File: src/design/rgb_to_palette_indexer_defines.svh
// assertion helpers shared by the rtl files
`ifndef RGB_TO_PALETTE_INDEXER_DEFINES_SVH
`define RGB_TO_PALETTE_INDEXER_DEFINES_SVH

// same-cycle implication, sampled on clk, off during reset
`define RTPI_ASSERT_IMPL(label, ante, cons, msg) \
    label: assert property (@(posedge clk) disable iff (!rst_n) (ante) |-> (cons)) \
        else $error(msg);

// next-cycle implication, sampled on clk, off during reset
`define RTPI_ASSERT_NEXT(label, ante, cons, msg) \
    label: assert property (@(posedge clk) disable iff (!rst_n) (ante) |=> (cons)) \
        else $error(msg);

`endif

File: src/design/rtpi_pkg.sv
package rtpi_pkg;

    // palette capacity and derived widths
    localparam int unsigned PALETTE_ENTRIES = 256;
    localparam int unsigned ADDR_W          = $clog2(PALETTE_ENTRIES);
    localparam int unsigned COUNT_W         = $clog2(PALETTE_ENTRIES + 1);

    // fixed field widths
    localparam int unsigned CHAN_W   = 8;
    localparam int unsigned INDEX_W  = 8;
    localparam int unsigned STATUS_W = 2;
    localparam int unsigned COLOR_W  = 16;

    // work queue between front and back
    localparam int unsigned QUEUE_DEPTH = 2;
    localparam int unsigned QPTR_W      = (QUEUE_DEPTH > 1) ? $clog2(QUEUE_DEPTH) : 1;
    localparam int unsigned QCNT_W      = $clog2(QUEUE_DEPTH + 1);

    typedef enum logic [STATUS_W-1:0] {
        STATUS_FOUND = 2'd0,
        STATUS_ADDED = 2'd1,
        STATUS_FULL  = 2'd2
    } status_t;

    typedef enum logic {
        ST_IDLE,
        ST_SCAN
    } back_state_t;

    typedef struct packed {
        logic               start;
        logic [COLOR_W-1:0] color;
    } work_item_t;

    typedef struct packed {
        logic       valid;
        work_item_t item;
    } push_t;

    typedef struct packed {
        logic full;
        logic empty;
    } q_stat_t;

    // green lsb on top, then blue, green, red upper five bits
    function automatic logic [COLOR_W-1:0] pack_color(
        input logic [CHAN_W-1:0] r,
        input logic [CHAN_W-1:0] g,
        input logic [CHAN_W-1:0] b
    );
        return {g[0], b[CHAN_W-1:3], g[CHAN_W-1:3], r[CHAN_W-1:3]};
    endfunction

endpackage

File: src/design/rtpi_if.sv
// pixel channel
interface rtpi_pixel_if;
    logic                       valid;
    logic                       ready;
    logic                       start_image;
    logic [rtpi_pkg::CHAN_W-1:0] red;
    logic [rtpi_pkg::CHAN_W-1:0] green;
    logic [rtpi_pkg::CHAN_W-1:0] blue;

    modport source (output valid, start_image, red, green, blue, input ready);
    modport sink   (input valid, start_image, red, green, blue, output ready);
endinterface

// result channel
interface rtpi_result_if;
    logic                          valid;
    logic                          ready;
    logic [rtpi_pkg::INDEX_W-1:0]  color_index;
    logic [rtpi_pkg::STATUS_W-1:0] status;
    logic [rtpi_pkg::COLOR_W-1:0]  packed_color;

    modport source (output valid, color_index, status, packed_color, input ready);
    modport sink   (input valid, color_index, status, packed_color, output ready);
endinterface

File: src/design/rtpi_front.sv
module rtpi_front (
    rtpi_pixel_if.sink          pixel,
    input  rtpi_pkg::q_stat_t   qstat,
    output rtpi_pkg::push_t     push
);

    // take a pixel whenever the queue has room
    assign pixel.ready = !qstat.full;

    // pack the pixel and hand it to the queue
    assign push.valid      = pixel.valid && !qstat.full;
    assign push.item.start = pixel.start_image;
    assign push.item.color = rtpi_pkg::pack_color(pixel.red, pixel.green, pixel.blue);

endmodule

File: src/design/rtpi_queue.sv
`include "rgb_to_palette_indexer_defines.svh"

module rtpi_queue (
    input  logic                   clk,
    input  logic                   rst_n,
    input  rtpi_pkg::push_t        push,
    input  logic                   pop,
    output rtpi_pkg::q_stat_t      stat,
    output rtpi_pkg::work_item_t   head
);

    rtpi_pkg::work_item_t            entries_reg [rtpi_pkg::QUEUE_DEPTH];
    logic [rtpi_pkg::QPTR_W-1:0]     wr_ptr_reg, wr_ptr_next;
    logic [rtpi_pkg::QPTR_W-1:0]     rd_ptr_reg, rd_ptr_next;
    logic [rtpi_pkg::QCNT_W-1:0]     count_reg, count_next;

    // status and head entry
    assign stat.full  = (count_reg == rtpi_pkg::QCNT_W'(rtpi_pkg::QUEUE_DEPTH));
    assign stat.empty = (count_reg == '0);
    assign head       = entries_reg[rd_ptr_reg];

    // pointer and fill count updates
    always_comb
    begin
        wr_ptr_next = wr_ptr_reg;
        rd_ptr_next = rd_ptr_reg;
        count_next  = count_reg;
        if (push.valid)
        begin
            wr_ptr_next = (wr_ptr_reg == rtpi_pkg::QPTR_W'(rtpi_pkg::QUEUE_DEPTH - 1))
                          ? '0 : wr_ptr_reg + 1'b1;
        end
        if (pop)
        begin
            rd_ptr_next = (rd_ptr_reg == rtpi_pkg::QPTR_W'(rtpi_pkg::QUEUE_DEPTH - 1))
                          ? '0 : rd_ptr_reg + 1'b1;
        end
        if (push.valid && !pop)
        begin
            count_next = count_reg + 1'b1;
        end
        else if (pop && !push.valid)
        begin
            count_next = count_reg - 1'b1;
        end
    end

    always_ff @(posedge clk or negedge rst_n)
    begin
        if (!rst_n)
        begin
            wr_ptr_reg <= '0;
            rd_ptr_reg <= '0;
            count_reg  <= '0;
        end
        else
        begin
            wr_ptr_reg <= wr_ptr_next;
            rd_ptr_reg <= rd_ptr_next;
            count_reg  <= count_next;
        end
    end

    // entry storage
    always_ff @(posedge clk)
    begin
        if (push.valid)
        begin
            entries_reg[wr_ptr_reg] <= push.item;
        end
    end

    `RTPI_ASSERT_IMPL(a_no_push_when_full, push.valid, !stat.full, "push into full queue")
    `RTPI_ASSERT_IMPL(a_no_pop_when_empty, pop, !stat.empty, "pop from empty queue")
    `RTPI_ASSERT_NEXT(a_push_grows, push.valid && !pop,
        count_reg == $past(count_reg) + 1'b1, "queue count did not grow on push")

endmodule

File: src/design/rtpi_back.sv
`include "rgb_to_palette_indexer_defines.svh"

module rtpi_back (
    input  logic                   clk,
    input  logic                   rst_n,
    input  rtpi_pkg::work_item_t   head,
    input  rtpi_pkg::q_stat_t      qstat,
    output logic                   pop,
    rtpi_result_if.source          result
);

    rtpi_pkg::back_state_t               state_reg, state_next;
    logic [rtpi_pkg::COUNT_W-1:0]        count_reg, count_next;
    logic [rtpi_pkg::COUNT_W-1:0]        issue_idx_reg, issue_idx_next;
    logic                                cmp_valid_reg, cmp_valid_next;
    logic [rtpi_pkg::ADDR_W-1:0]         cmp_idx_reg, cmp_idx_next;
    logic [rtpi_pkg::COLOR_W-1:0]        color_reg, color_next;
    logic [rtpi_pkg::COLOR_W-1:0]        rd_data_reg;
    logic                                out_valid_reg, out_valid_next;
    logic [rtpi_pkg::INDEX_W-1:0]        out_index_reg, out_index_next;
    rtpi_pkg::status_t                   out_status_reg, out_status_next;
    logic [rtpi_pkg::COLOR_W-1:0]        out_color_reg, out_color_next;

    logic [rtpi_pkg::COLOR_W-1:0]        palette_mem [rtpi_pkg::PALETTE_ENTRIES];

    logic                                out_free;
    logic                                hit;
    logic                                more;
    logic                                full;
    logic                                rd_en;
    logic                                wr_en;
    logic                                load;
    logic [rtpi_pkg::INDEX_W-1:0]        load_index;
    rtpi_pkg::status_t                   load_status;

    // scan conditions
    assign out_free = !out_valid_reg || result.ready;
    assign hit      = cmp_valid_reg && (rd_data_reg == color_reg);
    assign more     = (issue_idx_reg < count_reg);
    assign full     = (count_reg == rtpi_pkg::COUNT_W'(rtpi_pkg::PALETTE_ENTRIES));

    // next state
    always_comb
    begin
        state_next = state_reg;
        unique case (state_reg)
            rtpi_pkg::ST_IDLE:
            begin
                if (!qstat.empty)
                begin
                    state_next = rtpi_pkg::ST_SCAN;
                end
            end
            rtpi_pkg::ST_SCAN:
            begin
                if (load)
                begin
                    state_next = rtpi_pkg::ST_IDLE;
                end
            end
            default: state_next = rtpi_pkg::ST_IDLE;
        endcase
    end

    // state outputs: one palette read per cycle, decide once a hit or the end shows up
    always_comb
    begin
        pop         = 1'b0;
        rd_en       = 1'b0;
        wr_en       = 1'b0;
        load        = 1'b0;
        load_index  = '0;
        load_status = rtpi_pkg::STATUS_FOUND;
        unique case (state_reg)
            rtpi_pkg::ST_IDLE:
            begin
                pop = !qstat.empty;
            end
            rtpi_pkg::ST_SCAN:
            begin
                if (hit)
                begin
                    load        = out_free;
                    load_index  = rtpi_pkg::INDEX_W'(cmp_idx_reg);
                    load_status = rtpi_pkg::STATUS_FOUND;
                end
                else if (more)
                begin
                    rd_en = 1'b1;
                end
                else if (full)
                begin
                    load        = out_free;
                    load_index  = '0;
                    load_status = rtpi_pkg::STATUS_FULL;
                end
                else
                begin
                    load        = out_free;
                    wr_en       = out_free;
                    load_index  = rtpi_pkg::INDEX_W'(count_reg);
                    load_status = rtpi_pkg::STATUS_ADDED;
                end
            end
            default:
            begin
                pop = 1'b0;
            end
        endcase
    end

    // scan and palette bookkeeping
    always_comb
    begin
        count_next     = count_reg;
        issue_idx_next = issue_idx_reg;
        cmp_valid_next = cmp_valid_reg;
        cmp_idx_next   = cmp_idx_reg;
        color_next     = color_reg;
        if (pop)
        begin
            if (head.start)
            begin
                count_next = '0;
            end
            issue_idx_next = '0;
            cmp_valid_next = 1'b0;
            color_next     = head.color;
        end
        if (rd_en)
        begin
            issue_idx_next = issue_idx_reg + 1'b1;
            cmp_valid_next = 1'b1;
            cmp_idx_next   = issue_idx_reg[rtpi_pkg::ADDR_W-1:0];
        end
        if (wr_en)
        begin
            count_next = count_reg + 1'b1;
        end
    end

    // output register
    always_comb
    begin
        out_valid_next  = out_valid_reg;
        out_index_next  = out_index_reg;
        out_status_next = out_status_reg;
        out_color_next  = out_color_reg;
        if (load)
        begin
            out_valid_next  = 1'b1;
            out_index_next  = load_index;
            out_status_next = load_status;
            out_color_next  = color_reg;
        end
        else if (result.ready)
        begin
            out_valid_next = 1'b0;
        end
    end

    always_ff @(posedge clk or negedge rst_n)
    begin
        if (!rst_n)
        begin
            state_reg     <= rtpi_pkg::ST_IDLE;
            count_reg     <= '0;
            issue_idx_reg <= '0;
            cmp_valid_reg <= 1'b0;
            out_valid_reg <= 1'b0;
        end
        else
        begin
            state_reg     <= state_next;
            count_reg     <= count_next;
            issue_idx_reg <= issue_idx_next;
            cmp_valid_reg <= cmp_valid_next;
            out_valid_reg <= out_valid_next;
        end
    end

    // payload registers
    always_ff @(posedge clk)
    begin
        cmp_idx_reg    <= cmp_idx_next;
        color_reg      <= color_next;
        out_index_reg  <= out_index_next;
        out_status_reg <= out_status_next;
        out_color_reg  <= out_color_next;
    end

    // palette memory, one write or one registered read a cycle
    always_ff @(posedge clk)
    begin
        if (wr_en)
        begin
            palette_mem[count_reg[rtpi_pkg::ADDR_W-1:0]] <= color_reg;
        end
        if (rd_en)
        begin
            rd_data_reg <= palette_mem[issue_idx_reg[rtpi_pkg::ADDR_W-1:0]];
        end
    end

    assign result.valid        = out_valid_reg;
    assign result.color_index  = out_index_reg;
    assign result.status       = out_status_reg;
    assign result.packed_color = out_color_reg;

    `RTPI_ASSERT_IMPL(a_read_written_only, rd_en, issue_idx_reg < count_reg,
        "palette read beyond written entries")
    `RTPI_ASSERT_NEXT(a_add_bumps_count, wr_en,
        count_reg == $past(count_reg) + 1'b1, "entry count did not advance on add")
    `RTPI_ASSERT_IMPL(a_full_at_cap, load && (load_status == rtpi_pkg::STATUS_FULL),
        count_reg == rtpi_pkg::COUNT_W'(rtpi_pkg::PALETTE_ENTRIES),
        "overflow reported below capacity")
    `RTPI_ASSERT_NEXT(a_pop_starts_scan, pop,
        (state_reg == rtpi_pkg::ST_SCAN) && !cmp_valid_reg, "scan did not restart on pop")

endmodule

File: src/design/rgb_to_palette_indexer.sv
// Converts RGB888 pixels to palette indices while building a palette of packed 16-bit
// colors (bit 15 green lsb, 14..10 blue, 9..5 green, 4..0 red, upper five bits of each).
// Every pixel gives exactly one result: status 0 with the lowest matching index, status 1
// with a newly appended index, or status 2 with index 0 when the palette is full and the
// color is not in it. start_image empties the palette before its own pixel is handled.
// A two-entry queue decouples the packing front from the search back, so pixels are taken
// while a search runs or a result waits. The search walks the single-port palette memory
// one entry per cycle and stops at the first hit or after the last written entry; a miss
// then appends the color or reports a full palette. No clearing pass is needed after reset;
// only entries below the fill count are read.
module rgb_to_palette_indexer (
    input  logic            clk,
    input  logic            rst_n,
    rtpi_pixel_if.sink      pixel,
    rtpi_result_if.source   result
);

    rtpi_pkg::push_t        push;
    rtpi_pkg::q_stat_t      qstat;
    rtpi_pkg::work_item_t   head;
    logic                   pop;

    // pack and enqueue
    rtpi_front u_front (
        .pixel (pixel),
        .qstat (qstat),
        .push  (push)
    );

    // work queue
    rtpi_queue u_queue (
        .clk   (clk),
        .rst_n (rst_n),
        .push  (push),
        .pop   (pop),
        .stat  (qstat),
        .head  (head)
    );

    // palette search and append
    rtpi_back u_back (
        .clk    (clk),
        .rst_n  (rst_n),
        .head   (head),
        .qstat  (qstat),
        .pop    (pop),
        .result (result)
    );

endmodule
File: src/flat_wrapper.sv
// flat-port wrapper written by rule: the top's interface ports become plain ports
module rgb_to_palette_indexer_flat 
  (clk, rst_n, pixel_valid, pixel_start_image, pixel_red, pixel_green, pixel_blue, pixel_ready, result_valid, result_color_index, result_status, result_packed_color, result_ready);
  rtpi_pixel_if pixel_i ();
  rtpi_result_if result_i ();
  input  logic clk;
  input  logic rst_n;
  input wire logic [$bits(pixel_i.valid)-1:0] pixel_valid;
  input wire logic [$bits(pixel_i.start_image)-1:0] pixel_start_image;
  input wire logic [$bits(pixel_i.red)-1:0] pixel_red;
  input wire logic [$bits(pixel_i.green)-1:0] pixel_green;
  input wire logic [$bits(pixel_i.blue)-1:0] pixel_blue;
  output wire logic [$bits(pixel_i.ready)-1:0] pixel_ready;
  output wire logic [$bits(result_i.valid)-1:0] result_valid;
  output wire logic [$bits(result_i.color_index)-1:0] result_color_index;
  output wire logic [$bits(result_i.status)-1:0] result_status;
  output wire logic [$bits(result_i.packed_color)-1:0] result_packed_color;
  input wire logic [$bits(result_i.ready)-1:0] result_ready;
  assign pixel_i.valid = pixel_valid;
  assign pixel_i.start_image = pixel_start_image;
  assign pixel_i.red = pixel_red;
  assign pixel_i.green = pixel_green;
  assign pixel_i.blue = pixel_blue;
  assign pixel_ready = pixel_i.ready;
  assign result_valid = result_i.valid;
  assign result_color_index = result_i.color_index;
  assign result_status = result_i.status;
  assign result_packed_color = result_i.packed_color;
  assign result_i.ready = result_ready;
  rgb_to_palette_indexer u_core (.clk(clk), .rst_n(rst_n), .pixel(pixel_i), .result(result_i));
endmodule
File: config.mk
export PLATFORM = sky130hd
export DESIGN_NAME = rgb_to_palette_indexer_flat
export DESIGN_NICKNAME = d
export VERILOG_FILES = /design/src/design/rtpi_pkg.sv /design/src/design/rtpi_if.sv /design/src/design/rtpi_front.sv /design/src/design/rtpi_queue.sv /design/src/design/rtpi_back.sv /design/src/design/rgb_to_palette_indexer.sv /design/src/flat_wrapper.sv
export VERILOG_INCLUDE_DIRS = /design/src /design/src/design
export SDC_FILE = /design/constraint.sdc
export NUM_CORES = 2
export LEC_CHECK = 0
export ABC_AREA = 0
export ABC_CLOCK_PERIOD_IN_PS = 7440
export BUFFER_PORTS_ARGS = -buffer_cell sky130_fd_sc_hd__buf_4
export CORE_MARGIN = 1
export CORE_UTILIZATION = 44
export CTS_CLUSTER_DIAMETER = 30
export DETAILED_ROUTE_END_ITERATION = 16
export GPL_ROUTABILITY_DRIVEN = 0
export PLACE_DENSITY_LB_ADDON = 0.25
export SETUP_SLACK_MARGIN = 0.4
export SYNTH_ARGS = -nofsm -noshare
export SYNTH_HDL_FRONTEND = slang
export SYNTH_MEMORY_MAX_BITS = 65536
export SYNTH_SLANG_ARGS = --single-unit
File: constraint.sdc
create_clock -name clk -period 7.44 [get_ports clk]
set_clock_uncertainty 0.1 [all_clocks]
set_input_delay 1.488 -clock clk [delete_from_list [all_inputs] [get_ports clk]]
set_output_delay 1.488 -clock clk [all_outputs]
set_load 0.01 [all_outputs]
======== Word-level counts from Yosys, hierarchy flattened ========
Memories as Yosys holds them, arrays and structs flattened. A register that Yosys moved wholly into a read port is not among the register bits.
Cells that the tools add are included.
operators by class
  bitwise gates (word level) .............. 1
  $add $sub $neg .......................... 6
  multiplexer cells ....................... 35
  eq/ne operators ......................... 3
  reduce and logical (&&, ||, !) cells .... 18
  $lt $le $gt $ge ......................... 1
operators with widths
  kind                 count
  $mux 9               5
  $mux 8               3
  $mux 1               23
  $add 9x1->9 const B  2
  $eq 16x16->1         1
  $reduce_bool 2->1    5
  $eq 9x9->1 const B   1
  $lt 9x9->1           1
  $mux 2               3
  $logic_not 1->1      5
  $logic_and 1x1->1    4
  $reduce_or 3->1      1
  $add 1x1->1 const B  2
  $add 2x1->2 const B  1
  $eq 2x2->1 const B   1
  $logic_not 2->1      1
  $pmux 1 s2           1
  $reduce_and 2->1     1
  $sub 2x1->2 const B  1
  $logic_or 1x1->1     1
  $not 1->1            1
storage, ports and cells
  register bits ........................... 75
  input bits .............................. 29
  output and inout port bits .............. 28
  RAM bits ................................ 4,130
  memories ................................ 2
memory list
  memory                      words  width  rd ports  clocked after Yosys merged registers in  write ports  RTL line          source
  u_core.u_back.palette_mem   256    16     1         1                                        1            rtpi_back.sv:24   logic [rtpi_pkg::COLOR_W-1:0] palette_mem [rtpi_pkg::PALETTE_ENTRIES];
  u_core.u_queue.entries_reg  2      17     1         0                                        1            rtpi_queue.sv:12  rtpi_pkg::work_item_t entries_reg [rtpi_pkg::QUEUE_DEPTH];

======== Logic depth before layout (Yosys ltp) ========
  depth after elaboration ................. 8
  mapped depth ............................ 13
  depth with buffers taken out ............ 8

======== Hierarchy ========
Synthesis repeated with hierarchy kept, for this count alone.
second synthesis, totals
  cells, all modules ...................... 7,727
  area, all modules ....................... 163,579.4 um2
modules (own cells, without submodules)
  module      instances  cells each  area each (um2)  seq. area each (um2)
  rtpi_back   1          7,639       161,977.8        125,505.4
  rtpi_queue  1          69          1,463.9          1,121.1
  rtpi_front  1          19          137.6            0.0

======== Worst setup path after synthesis ========
Ideal clock, no wire load.
  kind .................................... register -> register
  from .................................... register u_core.u_back.color_reg[5] (netlist name)
  to ...................................... memory u_core.u_back.palette_mem[255][0] (netlist name) (enable)
  setup slack ............................. 0.684 ns
  buffers on the path ..................... 2
  stages on the path, launching flop included .. 9
  setup time .............................. 0.431 ns
  required time ........................... 6.909 ns
  data arrival time ....................... 6.226 ns
  cell sequence ........................... edfxtp_1 xnor2_1 nand4_1 o41ai_2 and3b_1 clkbuf_1 buf_2 nand2_1 nor4_1
between the ends
  word-level cells in the longest chain between the ends .. 6
RTL lines
  element                       RTL line          source
  start, declared               rtpi_back.sv:17   logic [rtpi_pkg::COLOR_W-1:0] color_reg, color_next;
  start signal, assigned        rtpi_back.sv:186  color_reg <= color_next;
  $eq 16x16->1                  rtpi_back.sv:38   assign hit = cmp_valid_reg && (rd_data_reg == color_reg);
  $logic_and 1x1->1             rtpi_back.sv:38
  $mux 1                        rtpi_back.sv:81   if (hit)
  $mux 1                        rtpi_back.sv:74   unique case (state_reg)
  $mux 1                        rtpi_back.sv:195  if (wr_en)
  $mux 1 (not written as such)  rtpi_back.sv:197  palette_mem[count_reg[rtpi_pkg::ADDR_W-1:0]] <= color_reg;
  end, declared                 rtpi_back.sv:24
No other way between the ends.

======== Final worst setup path ========
  from .................................... register u_core.u_back.issue_idx_reg[3] (netlist name)
  to ...................................... register u_core.u_back.rd_data_reg[10] (netlist name), read port of u_core.u_back.palette_mem, data pin
between the ends
  word-level cells in the longest chain between the ends .. 4
RTL lines
  element                 RTL line          source
  start, declared         rtpi_back.sv:14   logic [rtpi_pkg::COUNT_W-1:0] issue_idx_reg, issue_idx_next;
  start signal, assigned  rtpi_back.sv:176  issue_idx_reg <= issue_idx_next;
  $lt 9x9->1              rtpi_back.sv:39   assign more = (issue_idx_reg < count_reg);
  $mux 1                  rtpi_back.sv:87   else if (more)
  $mux 1                  rtpi_back.sv:81
  $mux 1                  rtpi_back.sv:74
  end, declared           rtpi_back.sv:18   logic [rtpi_pkg::COLOR_W-1:0] rd_data_reg;
Several ways; a longest one is shown, not always the timed one.
A chain may end at the register's enable or synchronous reset.

==> reports/qor.txt <==
status - finished, violations left
failing checks - max-slew violations
number of max-cap violations - 0
initial antenna violation count - 43
Peak VDD IR - 283 uV
final period utilization - 0.787
reg2reg end - u_core.u_back.rd_data_reg[10]$_DFFE_PP_
relative max-transition margin - -0.00110
Most used DFF post-synth - edfxtp_1
total CTS buffers - 783
fin crit period - 5.85 ns
DR DRC count - 0
Setup Fix Bufs, Post-CTS - 0
PortBufs - 48
Vias - 87,300
H-tree depth - 6
clk root buf - clkbuf_16
final total power - 82.2 mW
CTS tree - built
reg-to-reg slack, setup - 1.59 ns
CTS sink count - 4,221
Synth async-reset ratio - 0.00592
Setup crit end kind - flop
worst path required time - 8.12 ns
Reg clk slew, reported paths - 0.05 ns
Die H - 613 um
Die ar. - 376,000 um2
element type at the critical path start - flop
final setup fails - 0
Pleak - 64.8 nW
area share of the leading cell type in the synthesized netlist - 0.767
Avg Cell Area, Syn - 21.0 um2
vias in the first global route - 86,500
largest net degree at the start of global routing - 242
crit path max fanout - 49
Detailed Route WL - 486,000 um
Vias per Instance - 6.10
IO Count - 57
Die W - 613 um
Crit Path Category - reg2reg
Final #Nets - 8,693
Yosys cell types - 82
CTS Buffer Depth - 4
Layout Area Growth over Synthesis - 21.1%
cts repair resizes - 0
max reg flops - 4,096
DRT Pass-1 Iters - 6
pwr dens - 413 nW/um2
Synth Instances - 7,815
Fill cells - 28,300
final antenna-violating net count - 0
area leader, netlist - edfxtp_1
global-route wire length before repair - 672,000 um
arrival time at the worst endpoint - 6.53 ns
drt wl/cell - 33.9 um
Slew Limit Fails - 13
Yosys reg bits - 4,221
later-pin clock latency in the skew report - 1.09 ns
share of cells above drive strength 1 - 0.291
remaining global-route overflow - 0
synth warn - 0
Register-to-Register Path Depth - 10
Post-Syn Nets - 7,858
initial core utilization - 0.442
std cell rows - 224
CP startpoint - u_core.u_back.issue_idx_reg[3]$_DFFE_PN0P_
sequential area share after synthesis - 0.771
number of synthesized flops with an enable pin - 4,196
total negative setup slack - 0 ns
total track usage - 0.256
Worst Max-Slew Pin Slew - 1.50 ns
min-delay worst type - in2async
core area - 372,000 um2
worst r2r src - u_core.u_back.issue_idx_reg[3]$_DFFE_PN0P_
crit path to - u_core.u_back.rd_data_reg[10]$_DFFE_PP_
initial drt markers - 12,100
RSZ-0062 raised after global routing - false
Detail Placement HPWL - 283,000 um
hold_buf cts - 0
Syn Std Cell Area - 164,000 um2
synth top area cells - edfxtp_1, mux4_2, mux2i_1
Final Hold Fails - 0
Highest Clock Rate - 0.171 GHz
area by class of cell:
cell class	instances	area, um2	area share
clock inverter	578	6960	0.0350
multi-input combinational	3108	34700	0.174
timing repair buffer	521	4210	0.0212
tap	4972	6220	0.0313
antenna	13	32.5	0.000163
clock buffer	890	20200	0.102
inverter	15	68.8	0.000346
sequential	4221	127000	0.636
cell families (layout without fill, tap and decap cells):
family | Yosys count | in the layout | synth area share
muxes | 1454 | 1454 | 0.148
buffers and inverters | 486 | 2004 | 0.0212
xor gates and xnor gates | 21 | 21 | 0.00112
and+or+nand+nor | 719 | 719 | 0.0201
other | 0 | 13 | 0
adders and majority gates | 14 | 14 | 0.00107
AOI/OAI and AO/OA | 900 | 900 | 0.0381
DFF | 4221 | 4221 | 0.771
synthesized netlist by cell type, types with 26 or more instances:
cell / instances
mux2i_1: 663
buf_2: 129
nor3_1: 64
a211oi_1: 35
clkbuf_1: 142
o22ai_1: 159
edfxtp_1: 4196
buf_6: 69
buf_4: 37
nor2_1: 342
mux2_2: 32
o221ai_1: 210
a22o_1: 26
mux4_1: 46
nand2_1: 116
a22oi_1: 65
nand3_1: 49
a21oi_1: 167
buf_8: 60
o21ai_0: 107
mux4_2: 713
worst max-delay path, stage by stage, from the launching register on:
cell and delay [ns]:
dfrtp_4 1.10, buf_4 0.59, inv_6 0.37, buf_12 0.36, buf_4 0.28, o221ai_1 0.16, o22ai_1 0.17, a32oi_1 0.96
nand4_1 0.19, or3_1 0.49, a31oi_1 0.63
worst min path at each step:
stage / to / slack [ns] / depth (start not counted)
3_5_place_dp: u_core.u_queue.wr_ptr_reg$_DFFE_PN0P_ / 0.38 / 1
5_1_grt: u_core.u_queue.count_reg[1]$_DFFE_PN0P_ / 0.27 / 1
4_1_cts: u_core.u_back.state_reg$_DFF_PN0_ / 0.21 / 1
2_1_floorplan: u_core.u_back.cmp_idx_reg[4]$_DFFE_PP_ / 0.35 / 0
3_3_place_gp: u_core.u_queue.wr_ptr_reg$_DFFE_PN0P_ / 0.38 / 1
6_report: u_core.u_queue.count_reg[1]$_DFFE_PN0P_ / 0.27 / 1
layout by cell type (no fill, tap or decap), types with 23 or more instances in the layout:
master	n
a211oi_1	33
a21oi_1	167
a22o_1	26
a22oi_1	65
and2_1	23
buf_12	24
buf_4	497
bufinv_16	104
clkbuf_1	95
clkbuf_16	791
clkinv_1	107
clkinv_16	27
clkinv_2	118
clkinv_4	59
clkinvlp_4	97
edfxtp_1	4196
inv_6	43
mux2_2	32
mux2i_1	663
mux4_1	46
mux4_2	713
nand2_1	116
nand3_1	44
nor2_1	221
nor2_2	118
nor3_1	62
o21ai_0	106
o221ai_1	210
o22ai_1	159
per-stage QoR:
step,setup slack (ns),area (um2),util,std cells,hold slack [ns]
floorplan,0.684,164000,-,7815,0.349
global placement,1.94,172000,0.462,12800,0.382
detailed placement,1.82,172000,0.462,12800,0.381
CTS,1.79,199000,0.535,14300,0.210
global route,1.59,199000,0.535,14300,0.269
finish,1.59,199000,0.535,14300,0.267
power breakdown:
group          internal (mW)  switching, mW
combinational           6.07           11.0
clock                   23.3           12.4
sequential              28.9          0.517
total                   58.2           23.9
metal layers:
metal / share of wire / vias to the layer above / GRT usage / wire length [um]
li1: - / 34900 / - / -
met1: 0.38 / 46300 / 0.346 / 186000
met2: 0.47 / 5179 / 0.401 / 228000
met3: 0.10 / 906 / 0.0568 / 50100
met4: 0.045 / 14 / 0.111 / 21900
met5: 0.00020 / - / 0 / 96
No activity file was read; power rests on OpenSTA's default activity.
